<file path="src/rtl/spead_hdr_pkg.sv">
// Constants shared by the SPEAD header decoder: header checks and item ids.
`default_nettype none
package spead_hdr_pkg;

    // Header word checks.
    localparam logic [7:0] C_MAGIC   = 8'h53;
    localparam logic [7:0] C_VERSION = 8'h04;

    // Width clamp for the id and address fields.
    localparam logic [7:0] C_MAX_WIDTH = 8'd64;

    // Item ids that the decoder acts on.
    localparam logic [63:0] C_ID_HEAP_CNT    = 64'h1;
    localparam logic [63:0] C_ID_HEAP_LEN    = 64'h2;
    localparam logic [63:0] C_ID_HEAP_ADDR   = 64'h3;
    localparam logic [63:0] C_ID_PAYLOAD_LEN = 64'h4;
    localparam logic [63:0] C_ID_STREAM_CTRL = 64'h6;
    localparam logic [63:0] C_ID_TIMESTAMPS  = 64'h6000;
    localparam logic [63:0] C_ID_BASELINES   = 64'h6005;
    localparam logic [63:0] C_ID_VIS_OFFSET  = 64'h600A;

    // Stream control value that marks the end of the stream.
    localparam logic [63:0] C_CTRL_STOP = 64'h2;

    // Result status codes.
    localparam logic C_STATUS_OK  = 1'b0;
    localparam logic C_STATUS_BAD = 1'b1;

    // Bytes taken by the header word and by one item pointer.
    localparam logic [31:0] C_WORD_BYTES = 32'd8;

endpackage
`default_nettype wire

</file>
<file path="src/rtl/spead_header_decoder.sv">
// SPEAD packet header decoder: header check, item pointer decode and packet summary.
`default_nettype none
// The decoder takes one big-endian 64-bit packet word per cycle while o_stall is low:
// the header word, then the item pointers that it announces. A word is accepted at any
// edge where i_valid is high and o_stall is low, and a new word may follow every cycle
// as long as o_stall stays low. Each word is held in an input register and decoded in
// one pass; when it ends a packet, its summary word is loaded into the output register
// as the input register passes it on, and o_valid rises with it. A bad header (magic or
// version) gives a summary with status set and 8 consumed bytes at once. o_stall is
// raised only while a word that ends a packet sits in the input register and the
// previous summary is still stalled at the output.
module spead_header_decoder
    import spead_hdr_pkg::*;
(
    input  wire logic               i_clk,
    input  wire logic               i_rst_n,
    // Packet word channel
    input  wire logic               i_valid,
    output logic                    o_stall,
    input  wire logic [63:0]        i_word,
    input  wire logic               i_nested,
    // Summary channel
    output logic                    o_valid,
    input  wire logic               i_stall,
    output logic                    o_status,
    output logic [31:0]             o_consumed_bytes,
    output logic signed [31:0]      o_heap_counter,
    output logic [63:0]             o_heap_len,
    output logic [63:0]             o_heap_addr,
    output logic [63:0]             o_payload_length,
    output logic                    o_stream_done,
    output logic                    o_had_stream_control,
    output logic [31:0]             o_tstamp_count,
    output logic [31:0]             o_baseline_count,
    output logic [63:0]             o_vis_offset,
    output logic [63:0]             o_dumped_bytes
);

    // Mask with the low w bits set; w is at most 64.
    function automatic logic [63:0] f_mask(input logic [6:0] w);
        logic [63:0] m;
        begin
            if (w[6]) begin
                m = '1;
            end else begin
                m = (64'h1 << w[5:0]) - 64'h1;
            end
            return m;
        end
    endfunction

    // Byte reversal of a 32-bit value.
    function automatic logic [31:0] f_swap32(input logic [31:0] v);
        return {v[7:0], v[15:8], v[23:16], v[31:24]};
    endfunction

    // Input register
    logic        r_in_valid;
    logic [63:0] r_in_word;
    logic        r_in_nested;

    // Parser state
    logic [7:0]  r_items_left;
    logic [7:0]  r_item_total;
    logic [6:0]  r_addr_width;
    logic [6:0]  r_id_width;
    logic        r_nested;
    logic [31:0] r_heap_cnt;
    logic        r_done;
    logic [31:0] r_timestamps;
    logic [31:0] r_baselines;
    logic [63:0] r_vis_offset;
    logic [63:0] r_dumped;
    logic [63:0] r_pkt_heap_len;
    logic [63:0] r_pkt_heap_addr;
    logic [63:0] r_pkt_payload_len;
    logic [63:0] r_pkt_vis_start;
    logic        r_pkt_ctrl_seen;

    // Output register
    logic        r_out_valid;

    // Next values
    logic [7:0]  n_items_left;
    logic [7:0]  n_item_total;
    logic [6:0]  n_addr_width;
    logic [6:0]  n_id_width;
    logic        n_nested;
    logic [31:0] n_heap_cnt;
    logic        n_done;
    logic [31:0] n_timestamps;
    logic [31:0] n_baselines;
    logic [63:0] n_vis_offset;
    logic [63:0] n_dumped;
    logic [63:0] n_pkt_heap_len;
    logic [63:0] n_pkt_heap_addr;
    logic [63:0] n_pkt_payload_len;
    logic [63:0] n_pkt_vis_start;
    logic        n_pkt_ctrl_seen;
    logic        n_emit;
    logic        n_status;
    logic [31:0] n_consumed;

    // Decode helpers
    logic [7:0]  id_bits;
    logic [7:0]  addr_bits;
    logic [63:0] item_val;
    logic [63:0] item_id;
    logic        finish;
    logic        advance;
    logic        in_accept;

    // Widths announced by the header, before clamping.
    assign id_bits   = {r_in_word[44:40], 3'b000} - 8'd1;
    assign addr_bits = {r_in_word[36:32], 3'b000};

    // Item pointer split: value in the low bits, id above it.
    assign item_val = r_in_word & f_mask(r_addr_width);
    assign item_id  = (r_in_word >> r_addr_width) & f_mask(r_id_width);

    // Decode of the word held in the input register.
    always_comb begin
        n_items_left      = r_items_left;
        n_item_total      = r_item_total;
        n_addr_width      = r_addr_width;
        n_id_width        = r_id_width;
        n_nested          = r_nested;
        n_heap_cnt        = r_heap_cnt;
        n_done            = r_done;
        n_timestamps      = r_timestamps;
        n_baselines       = r_baselines;
        n_vis_offset      = r_vis_offset;
        n_pkt_heap_len    = r_pkt_heap_len;
        n_pkt_heap_addr   = r_pkt_heap_addr;
        n_pkt_payload_len = r_pkt_payload_len;
        n_pkt_vis_start   = r_pkt_vis_start;
        n_pkt_ctrl_seen   = r_pkt_ctrl_seen;
        n_emit            = 1'b0;
        n_status          = C_STATUS_OK;
        finish            = 1'b0;

        if (r_items_left == 8'd0) begin
            // Header word: clear the per-packet fields and check the header.
            n_pkt_heap_len    = '0;
            n_pkt_heap_addr   = '0;
            n_pkt_payload_len = '0;
            n_pkt_vis_start   = '0;
            n_pkt_ctrl_seen   = 1'b0;
            if (r_in_word[63:56] != C_MAGIC || r_in_word[55:48] != C_VERSION) begin
                n_item_total = '0;
                n_emit       = 1'b1;
                n_status     = C_STATUS_BAD;
            end else begin
                n_id_width   = (id_bits > C_MAX_WIDTH) ? C_MAX_WIDTH[6:0] : id_bits[6:0];
                n_addr_width = (addr_bits > C_MAX_WIDTH) ? C_MAX_WIDTH[6:0]
                                                         : addr_bits[6:0];
                n_nested     = r_in_nested;
                n_item_total = r_in_word[7:0];
                n_items_left = r_in_word[7:0];
                finish       = (r_in_word[7:0] == 8'd0);
            end
        end else begin
            // Item pointer: act on the known ids.
            unique case (item_id)
                C_ID_HEAP_CNT: begin
                    if (!r_nested) begin
                        n_heap_cnt = item_val[31:0] - 32'd2;
                    end
                end
                C_ID_HEAP_LEN:    n_pkt_heap_len    = item_val;
                C_ID_HEAP_ADDR:   n_pkt_heap_addr   = item_val;
                C_ID_PAYLOAD_LEN: n_pkt_payload_len = item_val;
                C_ID_STREAM_CTRL: begin
                    n_pkt_ctrl_seen = 1'b1;
                    if (item_val == C_CTRL_STOP) begin
                        n_done = 1'b1;
                    end
                end
                C_ID_TIMESTAMPS: n_timestamps = f_swap32(item_val[31:0]);
                C_ID_BASELINES:  n_baselines  = f_swap32(item_val[31:0]);
                C_ID_VIS_OFFSET: begin
                    n_vis_offset    = item_val;
                    n_pkt_vis_start = item_val;
                end
                default: ;
            endcase
            n_items_left = r_items_left - 8'd1;
            finish       = (r_items_left == 8'd1);
        end

        if (finish) begin
            n_emit = 1'b1;
        end
    end

    // Packet summary: dumped visibility bytes and consumed byte count.
    always_comb begin
        n_dumped = r_dumped;
        if (finish && !n_pkt_ctrl_seen && n_vis_offset != '0 && n_baselines != '0) begin
            n_dumped = r_dumped + n_pkt_payload_len - n_pkt_vis_start;
        end
        if (n_status == C_STATUS_BAD) begin
            n_consumed = C_WORD_BYTES;
        end else begin
            n_consumed = C_WORD_BYTES + {21'd0, n_item_total, 3'b000}
                         + n_pkt_payload_len[31:0];
        end
    end

    // Flow control: the input register waits only when its word needs the output
    // register and that register is still held by the receiver.
    assign o_stall   = r_in_valid && n_emit && r_out_valid && i_stall;
    assign advance   = r_in_valid && !o_stall;
    assign in_accept = i_valid && !o_stall;

    // Input register
    always_ff @(posedge i_clk) begin
        if (!i_rst_n) begin
            r_in_valid <= 1'b0;
        end else if (in_accept) begin
            r_in_valid <= 1'b1;
        end else if (advance) begin
            r_in_valid <= 1'b0;
        end
        if (in_accept) begin
            r_in_word   <= i_word;
            r_in_nested <= i_nested;
        end
    end

    // Parser state
    always_ff @(posedge i_clk) begin
        if (!i_rst_n) begin
            r_items_left      <= '0;
            r_item_total      <= '0;
            r_addr_width      <= '0;
            r_id_width        <= '0;
            r_nested          <= 1'b0;
            r_heap_cnt        <= '0;
            r_done            <= 1'b0;
            r_timestamps      <= '0;
            r_baselines       <= '0;
            r_vis_offset      <= '0;
            r_dumped          <= '0;
            r_pkt_heap_len    <= '0;
            r_pkt_heap_addr   <= '0;
            r_pkt_payload_len <= '0;
            r_pkt_vis_start   <= '0;
            r_pkt_ctrl_seen   <= 1'b0;
        end else if (advance) begin
            r_items_left      <= n_items_left;
            r_item_total      <= n_item_total;
            r_addr_width      <= n_addr_width;
            r_id_width        <= n_id_width;
            r_nested          <= n_nested;
            r_heap_cnt        <= n_heap_cnt;
            r_done            <= n_done;
            r_timestamps      <= n_timestamps;
            r_baselines       <= n_baselines;
            r_vis_offset      <= n_vis_offset;
            r_dumped          <= n_dumped;
            r_pkt_heap_len    <= n_pkt_heap_len;
            r_pkt_heap_addr   <= n_pkt_heap_addr;
            r_pkt_payload_len <= n_pkt_payload_len;
            r_pkt_vis_start   <= n_pkt_vis_start;
            r_pkt_ctrl_seen   <= n_pkt_ctrl_seen;
        end
    end

    // Output register: loaded with the summary word, held while stalled.
    always_ff @(posedge i_clk) begin
        if (!i_rst_n) begin
            r_out_valid <= 1'b0;
        end else if (advance && n_emit) begin
            r_out_valid <= 1'b1;
        end else if (!i_stall) begin
            r_out_valid <= 1'b0;
        end
        if (advance && n_emit) begin
            o_status             <= n_status;
            o_consumed_bytes     <= n_consumed;
            o_heap_counter       <= n_heap_cnt;
            o_heap_len           <= n_pkt_heap_len;
            o_heap_addr          <= n_pkt_heap_addr;
            o_payload_length     <= n_pkt_payload_len;
            o_stream_done        <= n_done;
            o_had_stream_control <= n_pkt_ctrl_seen;
            o_tstamp_count       <= n_timestamps;
            o_baseline_count     <= n_baselines;
            o_vis_offset         <= n_vis_offset;
            o_dumped_bytes       <= n_dumped;
        end
    end

    assign o_valid = r_out_valid;

    // The input side waits only behind a held summary.
    a_stall_cause: assert property (@(posedge i_clk) disable iff (!i_rst_n)
        o_stall |-> (r_out_valid && i_stall))
        else $error("input stalled without a held summary");

    // The item countdown never passes the announced item count.
    a_items_bound: assert property (@(posedge i_clk) disable iff (!i_rst_n)
        r_items_left <= r_item_total)
        else $error("item countdown exceeds item count");

    // A bad header reports only the header word as consumed.
    a_bad_bytes: assert property (@(posedge i_clk) disable iff (!i_rst_n)
        (advance && n_emit && n_status == C_STATUS_BAD) |=>
            (o_consumed_bytes == C_WORD_BYTES && !o_had_stream_control))
        else $error("bad header summary has wrong byte count");

    // The end-of-stream flag never clears once set.
    a_done_sticky: assert property (@(posedge i_clk) disable iff (!i_rst_n)
        r_done |=> r_done)
        else $error("stream done flag cleared");

endmodule
`default_nettype wire

</file>
<file path="config.mk">
export PLATFORM = sky130hd
export DESIGN_NAME = spead_header_decoder
export DESIGN_NICKNAME = d
export VERILOG_FILES = /design/src/rtl/spead_hdr_pkg.sv /design/src/rtl/spead_header_decoder.sv
export SDC_FILE = /design/constraint.sdc
export NUM_CORES = 2
export LEC_CHECK = 0
export ABC_CLOCK_PERIOD_IN_PS = 58100
export CORE_ASPECT_RATIO = 1.4
export CORE_MARGIN = 3
export CORE_UTILIZATION = 36
export CTS_BUF_LIST = sky130_fd_sc_hd__clkbuf_4 sky130_fd_sc_hd__clkbuf_8
export DETAILED_ROUTE_END_ITERATION = 6
export DONT_BUFFER_PORTS = 1
export SYNTH_ARGS = -nofsm -noshare
export SYNTH_HDL_FRONTEND = slang
export SYNTH_SLANG_ARGS = --single-unit
</file>
<file path="constraint.sdc">
create_clock -name i_clk -period 58.1 [get_ports i_clk]
set_clock_uncertainty 0.05 [all_clocks]
set_input_delay 8.715 -clock i_clk [delete_from_list [all_inputs] [get_ports i_clk]]
set_output_delay 8.715 -clock i_clk [all_outputs]
set_load 0.05 [all_outputs]
</file>
# Word-level counts from Yosys, hierarchy flattened

Index checks and enable logic that the tools add are counted.

Flip-flop bits (word level): 1031
Input port bits: 69
Output and inout bits: 453
Word-level logic and storage cells: 122

Add/sub/neg operators: 9
Magnitude comparators: 2
Equal/unequal tests: 14
Shift operators: 3
Mux-type cells: 40
Bitwise logic cells: 3
Reduce and logical (&&, ||, !) cells: 19

Operators with widths:

| operator                                            | number |
|---|---|
| 2-to-1 mux 64 bit                                   | 13 |
| 2-to-1 mux 32 bit                                   | 7 |
| == test 64 x 15 -> 1 bit (second input constant)    | 3 |
| == test 64 x 2 -> 1 bit (second input constant)     | 3 |
| bitwise AND 64 bit                                  | 2 |
| == test 64 x 3 -> 1 bit (second input constant)     | 2 |
| left shift 1 x 6 -> 64 bit (first input constant)   | 2 |
| subtractor 64 x 1 -> 64 bit (second input constant) | 2 |
| adder 64 bit                                        | 1 |
| == test 64 x 1 -> 1 bit (second input constant)     | 1 |
| nonzero test 64 bit                                 | 1 |
| right shift 64 x 7 -> 64 bit                        | 1 |
| subtractor 64 bit                                   | 1 |
| adder 12 x 32 -> 32 bit                             | 1 |
| 2-to-1 mux 8 bit                                    | 4 |
| nonzero test 32 bit                                 | 1 |
| subtractor 32 x 2 -> 32 bit (second input constant) | 1 |
| > comparator 8 x 7 -> 1 bit (second input constant) | 2 |
| logical NOT 8 bit                                   | 2 |
| subtractor 8 x 1 -> 8 bit (second input constant)   | 2 |
| 2-to-1 mux 1 bit                                    | 14 |
| 2-to-1 mux 7 bit                                    | 2 |
| adder 4 x 11 -> 12 bit (first input constant)       | 1 |
| logical AND 1 bit                                   | 9 |
| 11 further kinds                                    | 12 |

# Logic depth before layout (Yosys ltp)

Depth after elaboration: 12
Depth in mapped cells: 33
Gate-level depth less buffers: 28

# Least setup slack after synthesis

OpenSTA, ideal clock, no wires.

Kind: input to register
Start point: in i_stall
End point: reg o_baseline_count[0] (enable)
Library setup time: 1.415 ns
Arrival time: 30.299 ns
Data required time: 56.635 ns
Setup slack: 26.336 ns
Stages on the path: 1
Buffers on the path: 0
Cells stage by stage: a21oi_1

Word-level cells in the longest chain between the ends: 4

Ends and longest elaborated chain:

| element              | RTL line                    | source |
|---|---|---|
| start, declared      | spead_header_decoder.sv:24  | `input wire logic i_stall,` |
| logical AND 1 bit    | spead_header_decoder.sv:212 | `assign o_stall = r_in_valid && n_emit && r_out_valid && i_stall;` |
| logical NOT 1 bit    | spead_header_decoder.sv:213 | `assign advance = r_in_valid && !o_stall;` |
| logical AND 1 bit    | spead_header_decoder.sv:213 |  |
| logical AND 1 bit    | spead_header_decoder.sv:279 | `if (advance && n_emit) begin` |
| end signal, assigned | spead_header_decoder.sv:289 | `o_baseline_count <= n_baselines;` |
| end, declared        | spead_header_decoder.sv:34  | `output logic [31:0] o_baseline_count,` |

No other way between the ends.
A chain may end at the register's enable or synchronous reset.

# Worst setup path in the final report

Start point: in i_stall
End point: out o_stall

Word-level cells in the longest chain between the ends: 1

Ends and longest elaborated chain:

| element           | RTL line                    | source |
|---|---|---|
| logical AND 1 bit | spead_header_decoder.sv:212 |  |
| end, declared     | spead_header_decoder.sv:19  | `output logic o_stall,` |

No other way between the ends.

==> metrics.yaml <==
grt_usage_pct: 22.7
crit_type: "input port to primary output"
dpl.hpwl_mm: 118
synthCells: 4866
period_minus_slack_ns: 18.54
antenna_left: 0
core_area_sq_mm: 0.134
numCtsBuffers: 161
synth_edf_count: 516
nNetsFinal: 5024
grt_pass1_wl_mm: 237
final_core_util_pct: 40.2
rsz0062_at_grt: "false"
cp_data_required_time_ns: 49.34
finalHoldViolCount: 0
cts_root_buf: "clkbuf_8"
hp-class: "flip-flop to flip-flop"
grt_max_degree: 159
viasPerCell: 5.40
ys_ff_latch: 1026
avgSynthCellArea_sq_um: 10.1
p_leak_nw: 20.2
first_iter_violations: 3084
clk_latency_ns: 0.91
yosysSeqAreaShare_pct: 52.5
path_max_fanout: 4
critical_path.top_delay_family: "simple AND/OR/NAND/NOR gates"
maxCapViolations: 0
critPathLaunchType: "input port"
vias: 36306
final_cells: 6729
max_stage_delay_ns: 0.92
start_util_pct: 36.4
cts_resized: 0
synth.net_count: 5085
place_congestion: 0.993
crit_buf_inv: 0
critPathCaptureType: "primary output"
worst_slew_pin_slew_ns: 1.18
htree_levels: 4
r2r_cells: 29
cts_hold_buf: 0
cts_tree: "done"
post-route-period-util_pct: 31.9
wl_per_cell_microns: 24.4
setup_violations: 0
placed_cells: 6413
rr_endpoint: "o_dumped_bytes[60]"
mostFrequentLayoutCells: "nand2_1, edfxtp_1, dfxtp_1, nor2_1, a21oi_1"
syn2layout_area_growth_pct: 10.4
post_dp_cell_area_sq_mm: 0.0505
synth_cell_types: 91
ir_drop_mv: 0.0693
drc: 0
antenna_found_initial: 33
hold_end: "r_pkt_heap_len[62]"
final_area_sq_mm: 0.0540
relSlewSlack_pct: 21.6
min_from: "r_pkt_heap_len[62]"
n_fill_cell: 13124
p_per_area_mw_per_mm2: 54.7
finalSetupTns_ns: 0
firstDrtPassIters: 6
ys_warn_count: 0
die_w_microns: 318
cts.sinks: 1026
max_freq_mhz: 53.9
hold_depth: 1
boundaryPins: 522
crit_slowest_cell: "nor2_1"
overflow: 0
clk_pin_slew_ns: 0.06
io_buffers: 0
fp.dieArea_sq_mm: 0.140
worst-r2r-setup-slack_ns: 47.53
mappedNetlistArea_sq_mm: 0.0489
drive_above_1_share_pct: 10.9
clockBufferDepth: 3
final_common_cell: "nand2_1"
rows: 159
postCtsSetupBuffers: 0
die_h_microns: 442
synth_flop_cell: "edfxtp_1"
crit_arrival_ns: 9.77
wl_mm: 164
status: "finished clean"
path_cells: "nand2_1 -> nor2_1"
synth-async-reset-ratio_pct: 0
grt_pass1_vias: 34614
slew_viol_final: 0
power_mw: 2.95
worstReg2RegStart: "r_id_width[5]"
[area by class of cell]
cell class	count	area [sq um]	share of cell area [%]
clock buffer	227	2810	5.20
inverter	244	925	1.71
clock inverter	74	679	1.26
tap	1771	2220	4.10
multi-input combinational	3296	21100	39.0
antenna	15	37.5	0.0695
timing repair buffer	76	608	1.13
sequential	1026	25700	47.6
[per-layer routing]
layer	GRT usage, %	vias to the layer above	share of wire [%]
met1	27.5	17513	40
met5	0	-	0.15
met4	12.9	36	6.2
met2	37.0	1460	47
li1	-	16895	-
met3	5.18	402	6.8
[cells by family (layout without fill, tap and decap cells)]
logic type / count (synthesis) / after routing / share of synthesized area, %
compound gates: 775 / 775 / 10.1
fa+ha+maj: 150 / 150 / 4.82
xor+xnor: 103 / 103 / 1.87
buf+inv: 544 / 621 / 4.69
simple gates: 1879 / 1879 / 17.3
other cells: 0 / 15 / 0
flops: 1026 / 1026 / 52.5
mux: 389 / 389 / 8.63
[metrics by stage]
stage | setup slack, ns | hold WS (ns)
after floorplan | 26.34 | 0.371
after global placement | 39.57 | 0.383
after detailed placement | 39.56 | 0.385
after CTS | 39.56 | 0.403
after global routing | 39.52 | 0.417
final | 39.56 | 0.401
[cell usage after synthesis, types with 64 or more instances]
library cell | n | share of area (%)
a21oi_1 | 350 | 3.6
a311oi_1 | 87 | 1.6
and2_1 | 127 | 1.6
clkbuf_1 | 208 | 1.6
dfxtp_1 | 510 | 21
edfxtp_1 | 516 | 32
fa_1 | 64 | 2.6
ha_1 | 86 | 2.2
inv_1 | 225 | 1.7
mux2_2 | 88 | 2.0
mux2i_1 | 244 | 5.0
nand2_1 | 771 | 5.9
nand3_1 | 74 | 0.76
nor2_1 | 501 | 3.8
nor3_1 | 106 | 1.1
o21ai_0 | 91 | 0.93
or3_1 | 71 | 0.91
xnor2_1 | 79 | 1.4
[how the worst max path moves through the flow]
| stage | startpoint | to | slack (ns) | depth (start not counted) |
|---|---|---|---|---|
| 2_1_floorplan | i_stall | o_baseline_count[0] | 26.34 | 1 |
| 3_3_place_gp | i_stall | o_stall | 39.57 | 2 |
| 3_5_place_dp | i_stall | o_stall | 39.56 | 2 |
| 4_1_cts | i_stall | o_stall | 39.56 | 2 |
| 5_1_grt | i_stall | o_stall | 39.52 | 2 |
| 6_report | i_stall | o_stall | 39.56 | 2 |
[power by group]
part           total (mW)  switching (mW)  internal (mW)
logic               0.801           0.569          0.232
clock network       0.664           0.303          0.361
registers            1.49           0.534          0.956
Power figures use the tool's default switching activity.
